File: config.mk
export PLATFORM = sky130hd
export DESIGN_NAME = dwsp_merge
export DESIGN_NICKNAME = d
export VERILOG_FILES = /design/src/rtl/core/dwsp_pkg.sv /design/src/rtl/core/dwsp_merge.sv
export SDC_FILE = /design/constraint.sdc
export NUM_CORES = 1
export LEC_CHECK = 0
export BUFFER_PORTS_ARGS = -buffer_cell sky130_fd_sc_hd__buf_2
export CAP_MARGIN = 20
export CORE_ASPECT_RATIO = 0.7
export CORE_MARGIN = 5
export CORE_UTILIZATION = 42
export DETAILED_ROUTE_END_ITERATION = 8
export GPL_ROUTABILITY_DRIVEN = 0
export GPL_TIMING_DRIVEN = 1
export PLACE_DENSITY = 0.86
export SETUP_SLACK_MARGIN = 0.05
export SLEW_MARGIN = 5
export SYNTH_ARGS = -nofsm -noshare
export SYNTH_HDL_FRONTEND = slang
export SYNTH_SLANG_ARGS = --single-unit
File: constraint.sdc
create_clock -name clk -period 2.8 [get_ports clk]
set_input_delay 0.7 -clock clk [delete_from_list [all_inputs] [get_ports clk]]
set_output_delay 0.7 -clock clk [all_outputs]
set_load 0.005 [all_outputs]
File: src/rtl/core/dwsp_pkg.sv
`timescale 1ns / 1ps

package dwsp_pkg;

	localparam int IDX_W  = 3;
	localparam int GAIN_W = 24;
	localparam int ILIM_W = 16;
	localparam int DLIM_W = 15;
	localparam int SPD_W  = 16;
	localparam int DRV_W  = 16;
	localparam int CFG_W  = 24;

	localparam logic [IDX_W-1:0] REG_PROP_GAIN   = 3'd0;
	localparam logic [IDX_W-1:0] REG_INTEG_GAIN  = 3'd1;
	localparam logic [IDX_W-1:0] REG_DERIV_GAIN  = 3'd2;
	localparam logic [IDX_W-1:0] REG_INTEG_LIMIT = 3'd3;
	localparam logic [IDX_W-1:0] REG_DRIVE_LIMIT = 3'd4;

	localparam logic [GAIN_W-1:0] PROP_GAIN_RST   = 24'd786432;
	localparam logic [GAIN_W-1:0] INTEG_GAIN_RST  = 24'd6554;
	localparam logic [GAIN_W-1:0] DERIV_GAIN_RST  = 24'd163840;
	localparam logic [ILIM_W-1:0] INTEG_LIMIT_RST = 16'd10000;
	localparam logic [DLIM_W-1:0] DRIVE_LIMIT_RST = 15'd7200;

	typedef struct packed {
		logic [GAIN_W-1:0] prop_gain;
		logic [GAIN_W-1:0] integ_gain;
		logic [GAIN_W-1:0] deriv_gain;
		logic [ILIM_W-1:0] integ_limit;
		logic [DLIM_W-1:0] drive_limit;
	} cfg_t;

	typedef struct packed {
		logic take;
		logic adv;
		logic clr;
	} lane_ctl_t;

endpackage

File: src/rtl/core/dwsp_merge.sv
`timescale 1ns / 1ps

module dwsp_merge (
	input  logic                              clk,
	input  logic                              arst_n,
	input  logic                              vld_in,
	input  logic signed [dwsp_pkg::DRV_W-1:0] drive_l,
	input  logic signed [dwsp_pkg::DRV_W-1:0] drive_r,
	input  logic                              m_tready,
	output logic                              m_tvalid,
	output logic [2*dwsp_pkg::DRV_W-1:0]      m_tdata,
	output logic                              adv
);

	logic                         vld_q;
	logic [2*dwsp_pkg::DRV_W-1:0] data_q;

	assign adv      = !vld_q || m_tready;
	assign m_tvalid = vld_q;
	assign m_tdata  = data_q;

	always_ff @(posedge clk or negedge arst_n) begin
		if (!arst_n) begin
			vld_q <= 1'b0;
		end else if (adv) begin
			vld_q <= vld_in;
		end
	end

	always_ff @(posedge clk) begin
		if (adv) begin
			data_q <= {drive_r, drive_l};
		end
	end

endmodule

==> summary.txt <==
Worst setup path
  • CP most frequent cell: buf_2
  • Setup crit end kind: primary output
  • Req. time, crit path: ~2.1 ns
  • CP max FO: 2
  • CP max-delay cell: nand2b_4
  • Worst stage delay on the critical path: 0.14 ns
  • Arr. time, crit path: 1.06 ns
  • Crit path launch type: input port
  • FF-to-FF setup slack: 1.57 ns
  • Delay-heaviest family, CP: buffers and inverters
  • CP bufs+invs: 2
  • Critical path class: in2out
  • Critical-path cell list: buf_2 > nand2b_4 > buf_2

Floorplanning
  • Die W: 68.6 um
  • Starting density of the core: a little under half
  • # rows: 14
  • Die height: 51.0 um
  • Placeable Area: between 2000 and 2500 um^2
  • Die area: around 3500 um^2
  • # IOs: 70

Layout
  • Commonest cells after routing, fill and taps aside: 69 x buf_2, 32 x edfxtp_1, 5 x clkbuf_4
  • Syn-to-layout area delta: 46.5%
  • Finished Core Util: 66.4%
  • Filler cells: ~170
  • Diode count: 0
  • Ratio of cells with drive above 1 in the final layout: 69.9%
  • Final instance area: about 1500 um^2
  • # nets final: 148
  • Commonest non-fill, non-tap cell in the layout: buf_2

Global route
  • Grt ovf: 0
  • Vias in the first global route: approximately 670
  • Largest net degree at the start of global routing: 34
  • Global-route wire length before repair: 3060 um
  • GRT Util Overall: 13.0%
  • Antenna violations before repair: 0

Place
  • IO Port Bufs: 69
  • Post-DP Area: 1400 um^2

Yosys
  • Number of library cell types mapped by synthesis: 4
  • FF+latch count, synth: 33
  • Mapped Nets: 71
  • Post-Synthesis Cells: 35
  • Yosys top cell area share: approximately 95%
  • Cell taking the most area after synthesis: edfxtp_1
  • Mapped Area: 1010 um^2
  • Synth Area per Inst: 28.8 um^2
  • Seq/Total Area, Yosys: 97.8%
  • Synth warn: 0
  • Synth top area cells: edfxtp_1 95%, dfrtp_1 2.5%, nand2b_4 1.4%

Clocking
  • Clock slew at reported path FFs: 0.10 ns
  • Post-CTS Resized: 0
  • CTS H-tree depth: 2
  • Post-CTS Hold Buffers: 0
  • Total CTS buffers: 5
  • CTS tree: yes
  • Setup Fix Bufs, Post-CTS: 0
  • Clock Latency Late Sink: 0.32 ns
  • CTS Sinks: 33
  • Clock buffer depth: 2
  • CTS root buffer: clkbuf_4

Timing
  • Period minus WS final: 1.76 ns
  • Final Slew Violations: 0
  • Max Fclk: between 500 and 600 MHz
  • Slew headroom: roughly three quarters
  • Final setup viols: 0
  • Hold Violations, Final: 0
  • Setup Skew: 0.00972 ns
  • Worst-margin pin slew: slightly below 0.4 ns
  • RSZ-0062 raised after global routing: false
  • Final hold slack: roughly 0.13 ns
  • Setup TNS: 0 ns
  • Fin crit share: 62.7%

Power
  • Pleak: 0.661 nW
  • Power Dens Cells: 680 nW/um^2
  • Power Total: 1.00 mW
  • Worst vdd ir: 0.000427 V

Detailed routing
  • Final ANT Viol Nets: 0
  • Via density: 4.19
  • Via Count: 607
  • DRC viols: 0
  • DR iter-0 viols: 15
  • DR WL/cell: 13.5 um
  • Final wirelength: between 1500 and 2000 um
  • TritonRoute pass-1 iters: 2

Min path
  • Hold Path Class: in2async

Run
  • Maxcap violations: 0

Status
  • Status: finished clean
==> per-stage QoR <==
stage          instances  setup WS [ns]
3_3_place_gp         137           1.05
5_1_grt              145           1.03
6_report             145           1.04
2_1_floorplan         35           1.08
4_1_cts              145           1.04
3_5_place_dp         137           1.04
==> flip-flops by register name, indices dropped and copies added (netlist names) <==
name	cells
m_tdata	32
m_tvalid	1
==> logic make-up (layout without fill, tap and decap cells) <==
group	after synthesis	in the layout	share of synthesized area [%]
flops	33	33	97.8
simple gates	2	2	2.23
buf+inv	0	78	0
==> cell type report <==
class,instances,area (um^2),area share [%]
multi-input cells,2,22.5,1.52
clock buffers,6,41.3,2.79
flip-flops and latches,33,986,66.7
repair buffers,70,353,23.9
clock inverters,2,35.0,2.37
well taps,32,40.0,2.71
==> layer usage <==
layer	up-vias	global-route usage (%)	share of wire, %
met5	-	0	0
met4	0	9.90	1.1
met3	2	11.2	20
met2	43	19.0	48
met1	269	11.3	31
li1	293	-	-
==> worst register-to-register path: stages, from the launching register on <==
cell and delay (ns):
dfrtp_1 0.43, nand2b_4 0.09, buf_4 0.37
==> path summary, 6_finish.rpt <==
kind / startpoint / cells past startpoint / to
setup / recovery: m_tready / 3 / adv
hold / removal: arst_n / 1 / m_tvalid
setup reg to reg: m_tvalid / 2 / m_tdata[2]
hold reg to reg: m_tvalid / 3 / m_tvalid
max in group asynchronous: arst_n / 1 / m_tvalid
min in group clk: drive_l[12] / 1 / m_tdata[12]
==> cells in the mapped netlist (all sizes together) <==
cell,n
edfxtp,32
nand2b,2
dfrtp,1
==> report_power, final <==
| group | internal [mW] | switching (mW) |
|---|---|---|
| logic | 0.0415 | 0.0355 |
| registers | 0.582 | 0.00745 |
| clock network | 0.187 | 0.151 |
No activity file was read; power rests on OpenSTA's default activity.
