<file path="src/rtl/core/dwsp_pkg.sv">
`timescale 1ns / 1ps

package dwsp_pkg;

	localparam int IDX_W  = 3;
	localparam int GAIN_W = 24;
	localparam int ILIM_W = 16;
	localparam int DLIM_W = 15;
	localparam int SPD_W  = 16;
	localparam int DRV_W  = 16;
	localparam int CFG_W  = 24;

	localparam logic [IDX_W-1:0] REG_PROP_GAIN   = 3'd0;
	localparam logic [IDX_W-1:0] REG_INTEG_GAIN  = 3'd1;
	localparam logic [IDX_W-1:0] REG_DERIV_GAIN  = 3'd2;
	localparam logic [IDX_W-1:0] REG_INTEG_LIMIT = 3'd3;
	localparam logic [IDX_W-1:0] REG_DRIVE_LIMIT = 3'd4;

	localparam logic [GAIN_W-1:0] PROP_GAIN_RST   = 24'd786432;
	localparam logic [GAIN_W-1:0] INTEG_GAIN_RST  = 24'd6554;
	localparam logic [GAIN_W-1:0] DERIV_GAIN_RST  = 24'd163840;
	localparam logic [ILIM_W-1:0] INTEG_LIMIT_RST = 16'd10000;
	localparam logic [DLIM_W-1:0] DRIVE_LIMIT_RST = 15'd7200;

	typedef struct packed {
		logic [GAIN_W-1:0] prop_gain;
		logic [GAIN_W-1:0] integ_gain;
		logic [GAIN_W-1:0] deriv_gain;
		logic [ILIM_W-1:0] integ_limit;
		logic [DLIM_W-1:0] drive_limit;
	} cfg_t;

	typedef struct packed {
		logic take;
		logic adv;
		logic clr;
	} lane_ctl_t;

endpackage

</file>
<file path="src/rtl/core/dwsp_lane.sv">
`timescale 1ns / 1ps

module dwsp_lane #(
	parameter int GAIN_FRAC_BITS = 16
) (
	input  logic                               clk,
	input  logic                               arst_n,
	input  dwsp_pkg::lane_ctl_t                ctl,
	input  dwsp_pkg::cfg_t                     cfg,
	input  logic signed [dwsp_pkg::SPD_W-1:0]  tgt,
	input  logic signed [dwsp_pkg::SPD_W-1:0]  meas,
	output logic signed [dwsp_pkg::DRV_W-1:0]  drive
);

	localparam int E_W   = dwsp_pkg::SPD_W + 1;
	localparam int D_W   = E_W + 1;
	localparam int P_W   = dwsp_pkg::GAIN_W + 1 + E_W;
	localparam int PD_W  = dwsp_pkg::GAIN_W + 1 + D_W;
	localparam int SUM_W = PD_W + 2;

	logic signed [E_W-1:0]   integ_q;
	logic signed [E_W-1:0]   perr_q;

	logic signed [E_W-1:0]   err;
	logic signed [E_W-1:0]   ibase;
	logic signed [D_W-1:0]   isum;
	logic signed [D_W-1:0]   lim;
	logic signed [D_W-1:0]   iclamp;
	logic signed [E_W-1:0]   inew;
	logic signed [D_W-1:0]   dlt;

	logic signed [E_W-1:0]   e_s1;
	logic signed [E_W-1:0]   i_s1;
	logic signed [D_W-1:0]   d_s1;

	logic signed [dwsp_pkg::GAIN_W:0] gp;
	logic signed [dwsp_pkg::GAIN_W:0] gi;
	logic signed [dwsp_pkg::GAIN_W:0] gd;

	logic signed [P_W-1:0]   pp_s2;
	logic signed [P_W-1:0]   pi_s2;
	logic signed [PD_W-1:0]  pd_s2;

	logic signed [SUM_W-1:0] sum_s3;

	logic                    neg;
	logic [SUM_W-1:0]        mag;
	logic [SUM_W-1:0]        shf;
	logic [SUM_W-1:0]        dl_ext;
	logic [dwsp_pkg::DLIM_W-1:0] sat;

	always_comb begin
		err    = E_W'({tgt[dwsp_pkg::SPD_W-1], tgt}) - E_W'({meas[dwsp_pkg::SPD_W-1], meas});
		ibase  = ctl.clr ? '0 : integ_q;
		isum   = {ibase[E_W-1], ibase} + {err[E_W-1], err};
		lim    = $signed({2'b00, cfg.integ_limit});
		if (isum > lim) begin
			iclamp = lim;
		end else if (isum < -lim) begin
			iclamp = -lim;
		end else begin
			iclamp = isum;
		end
		inew   = iclamp[E_W-1:0];
		dlt    = {err[E_W-1], err} - {perr_q[E_W-1], perr_q};
		gp     = $signed({1'b0, cfg.prop_gain});
		gi     = $signed({1'b0, cfg.integ_gain});
		gd     = $signed({1'b0, cfg.deriv_gain});
	end

	always_ff @(posedge clk or negedge arst_n) begin
		if (!arst_n) begin
			integ_q <= '0;
			perr_q  <= '0;
		end else if (ctl.take) begin
			integ_q <= inew;
			perr_q  <= err;
		end
	end

	always_ff @(posedge clk) begin
		if (ctl.adv) begin
			e_s1   <= err;
			i_s1   <= inew;
			d_s1   <= dlt;
			pp_s2  <= gp * e_s1;
			pi_s2  <= gi * i_s1;
			pd_s2  <= gd * d_s1;
			sum_s3 <= {{(SUM_W-P_W){pp_s2[P_W-1]}}, pp_s2}
				+ {{(SUM_W-P_W){pi_s2[P_W-1]}}, pi_s2}
				+ {{(SUM_W-PD_W){pd_s2[PD_W-1]}}, pd_s2};
		end
	end

	// truncate toward zero and saturate to drive_limit: shift the magnitude, clamp it, then restore sign
	always_comb begin
		neg    = sum_s3[SUM_W-1];
		mag    = neg ? SUM_W'(-sum_s3) : SUM_W'(sum_s3);
		shf    = mag >> GAIN_FRAC_BITS;
		dl_ext = {{(SUM_W-dwsp_pkg::DLIM_W){1'b0}}, cfg.drive_limit};
		sat    = (shf > dl_ext) ? cfg.drive_limit : shf[dwsp_pkg::DLIM_W-1:0];
		drive  = neg ? -$signed({1'b0, sat}) : $signed({1'b0, sat});
	end

endmodule

</file>
<file path="config.mk">
export PLATFORM = sky130hd
export DESIGN_NAME = dwsp_lane
export DESIGN_NICKNAME = d
export VERILOG_FILES = /design/src/rtl/core/dwsp_pkg.sv /design/src/rtl/core/dwsp_lane.sv
export SDC_FILE = /design/constraint.sdc
export NUM_CORES = 2
export LEC_CHECK = 0
export ABC_AREA = 1
export BUFFER_PORTS_ARGS = -buffer_cell sky130_fd_sc_hd__clkbuf_2
export CAP_MARGIN = 10
export CORE_MARGIN = 3
export CORE_UTILIZATION = 55
export CTS_BUF_LIST = sky130_fd_sc_hd__clkbuf_16
export CTS_CLUSTER_DIAMETER = 50
export DETAILED_ROUTE_END_ITERATION = 8
export PLACE_DENSITY = 0.72
export REMOVE_ABC_BUFFERS = 1
export SLEW_MARGIN = 10
export SYNTH_ARGS = -nofsm -noshare
export SYNTH_HDL_FRONTEND = slang
export SYNTH_SLANG_ARGS = --single-unit
</file>
<file path="constraint.sdc">
create_clock -name clk -period 9.8 [get_ports clk]
set_clock_uncertainty 0.15 [all_clocks]
set_input_delay 0.49 -clock clk [delete_from_list [all_inputs] [get_ports clk]]
set_output_delay 0.49 -clock clk [all_outputs]
set_load 0.03 [all_outputs]
</file>
==> metrics.txt <==
DRC violations left=0; CP Data Required Time=9.96 ns; CP Max Fanout=24; critical path's slowest cell=edfxtp_1; Post-synth ARST share=0.132; CTS tree=done; Area Overhead vs Synth=5.26%; final setup violation count=0; combinational family with the most area after synthesis=adder cells; Post-CTS Hold Fix Bufs=1; Post-Syn Area per Cell=8.06 um^2; PostCTS Resize Cnt=0; CTS Buf Count=40; post-route setup TNS=0 ns; Synth Area in Compound Gates=0.0565; Slew Limit Fails=0; crit path time final=7.39 ns; cells along the critical path=nand2_1 > fa_1 > fa_1 > inv_1 > fa_1 > inv_1 > fa_1 > inv_1 > fa_1 > inv_1 > fa_1 > inv_1 > ha_1 > nand2_1 > nor2_1 > nand2_1 > o21ai_0 > a31oi_1 > o21ai_0 > a21oi_1 > nor2_1 > nor2_1 > xnor2_1; most numerous cell on the critical path=fa_1; chip width=334 um; Post-DRT Antenna Nets=0; drt first pass iters=6; WP buf/inv=5; Core Region=0.106 mm^2; Clk Latency, worst-skew pair=0.58 ns; Fmax=0.135 GHz; Setup CP Type=flip-flop to flip-flop; Syn Inst Count=7342; post-synthesis mux area share=0; violation count after the first detailed-route iteration=3443; Clock transition at path regs=0.06 ns; Sink Count=257; Max clock buf depth=3; Syn Std Cell Area=0.0592 mm^2; Synth Area in XOR/XNOR=0.0351; post-route insts no fill=8721; first-pass GRT wire length=250000 um; worst hold path class=input port to flip-flop; Synth Area in Simple Gates=0.152; number of core rows=119; leading area contributor after synthesis=fa_1; Worst-Margin Slew=1.27 ns; number of inserted diodes=0; crit start category=flip-flop; Adder-Cell Fraction of Synth Area=0.478; fraction of layout instances using a drive strength above 1=0.0462; total wire length=150000 um; RD Place Congestion=0.931; Netlist cell types=57; buffer count from post-CTS setup fixing=0; DPL Wire Length=122000 um; Total GRT Usage=0.278; placed insts=8648; post-synthesis register bit count=257; I/O pin cnt=156; top area cells in the synthesized netlist=fa_1 36%, inv_1 13%, ha_1 12%; starting density of the core=0.558; die area=0.112 mm^2; Largest delay share family, worst path=adder cells; Worst Path Arrival=7.55 ns; synth cell count leaders=2094 x inv_1, 1691 x nand2_1, 1057 x fa_1, 571 x ha_1, 302 x nor2_1; register area share after synthesis=0.127; top-count cell post-synth=inv_1; final hold vios=0; Vias=46100; worst slack at placement=2.58 ns; vias in the first global route=48900; largest net degree at the start of global routing=77; CTS Root Cell=clkbuf_16; ys flop type=edfxtp_1; slowest stage delay, CP=1.04 ns; Post-synth EDFFs=223; final worst path period share=0.754; Die Ht=334 um; relative slew slack=0.157; final worst slack=2.41 ns; Port Buf Inserts=155; unrepaired setup endpoints after global routing=false; max-cap viol count=0; NumNets Final=9068; vias per cell=5.29; Overflow after GRT=0; post-synth top area share=0.357; CTS H-tree depth=2; status=finished, final reports clean; initial antenna violation count=0; Yosys Warn Count=0; Routed wire per std cell=17.2 um; Setup crit end kind=flip-flop
metrics by stage:
stage	utilization	hold slack [ns]	cell area [um^2]
CTS	0.588	0.134	62300
floorplan	-	0.0444	58100
detailed placement	0.574	0.316	60900
finish	0.588	0.148	62300
global placement	0.574	0.315	60900
global route	0.588	0.194	62300
cell usage in the layout (no fill, tap or decap), drive strengths merged, types with 2 or more instances in the layout:
cell type,n
fa,1057
o21ai,204
o2111ai,4
a211oi,7
nor3,34
o211ai,12
a31oi,28
bufinv,3
nand4,41
o21a,17
o311ai,2
o31ai,5
o21bai,7
nand3,96
ha,571
dfrtp,34
buf,32
a21boi,6
inv,2113
xnor2,81
clkbuf,195
or2,30
nand2,1710
a311oi,3
o221ai,9
nand3b,5
edfxtp,223
a21oi,280
xor2,156
nor2,323
nor4,6
clkinv,14
a21o,11
path summary, 6_finish.rpt:
check	startpoint	to	slack [ns]	cells past startpoint
min in group asynchronous	arst_n	integ_q[12]	0.50	2
worst max register to register	i_s1[3]	pi_s2[35]	2.41	23
worst min register to register	integ_q[6]	integ_q[6]	0.33	2
worst max-delay path	i_s1[3]	pi_s2[35]	2.41	23
max in group asynchronous	arst_n	perr_q[0]	8.33	2
worst min-delay path	meas[0]	perr_q[0]	0.15	3
final cells by class:
cell class | count | area (um^2)
clock buffer | 41 | 1030
clock inverter | 31 | 370
fill | 9563 | 43700
inverter | 2099 | 7880
multi-input combinational | 4715 | 42700
sequential | 257 | 7550
tap | 1391 | 1740
timing repair buffer | 187 | 1030
layer usage:
metal / part of all wire / wire length [um] / global-route usage / vias up
met1: 0.41 / 61700 / 0.373 / 22600
li1: - / - / - / 21400
met3: 0.074 / 11200 / 0.0399 / 319
met4: 0.038 / 5710 / 0.0922 / 0
met5: 0 / 0 / 0 / -
met2: 0.48 / 71400 / 0.468 / 1749
worst min-delay path: cells and delay by family:
kind	cells	cell delay (ns)
buffers and inverters	1	0.08
AOI/OAI and AO/OA	1	0.10
adders and majority gates	1	0.17
cells by family (layout without fill, tap and decap cells):
group                    count (synthesis)  in the layout
AO/OA/AOI/OAI                          602            602
flip-flops                             257            257
AND/OR/NAND/NOR                       2248           2248
buffers and inverters                 2370           2358
adder cells (fa/ha/maj)               1628           1628
XOR/XNOR                               237            237
registers in the layout (all words and copies together) (netlist names), 18 cells and up:
register,cells
pd_s2,43
pi_s2,42
sum_s3,44
d_s1,18
pp_s2,42
Power is left out: the tool's default activity adds up to more than one toggle a clock period on the data nets, which glitch-free logic cannot reach.
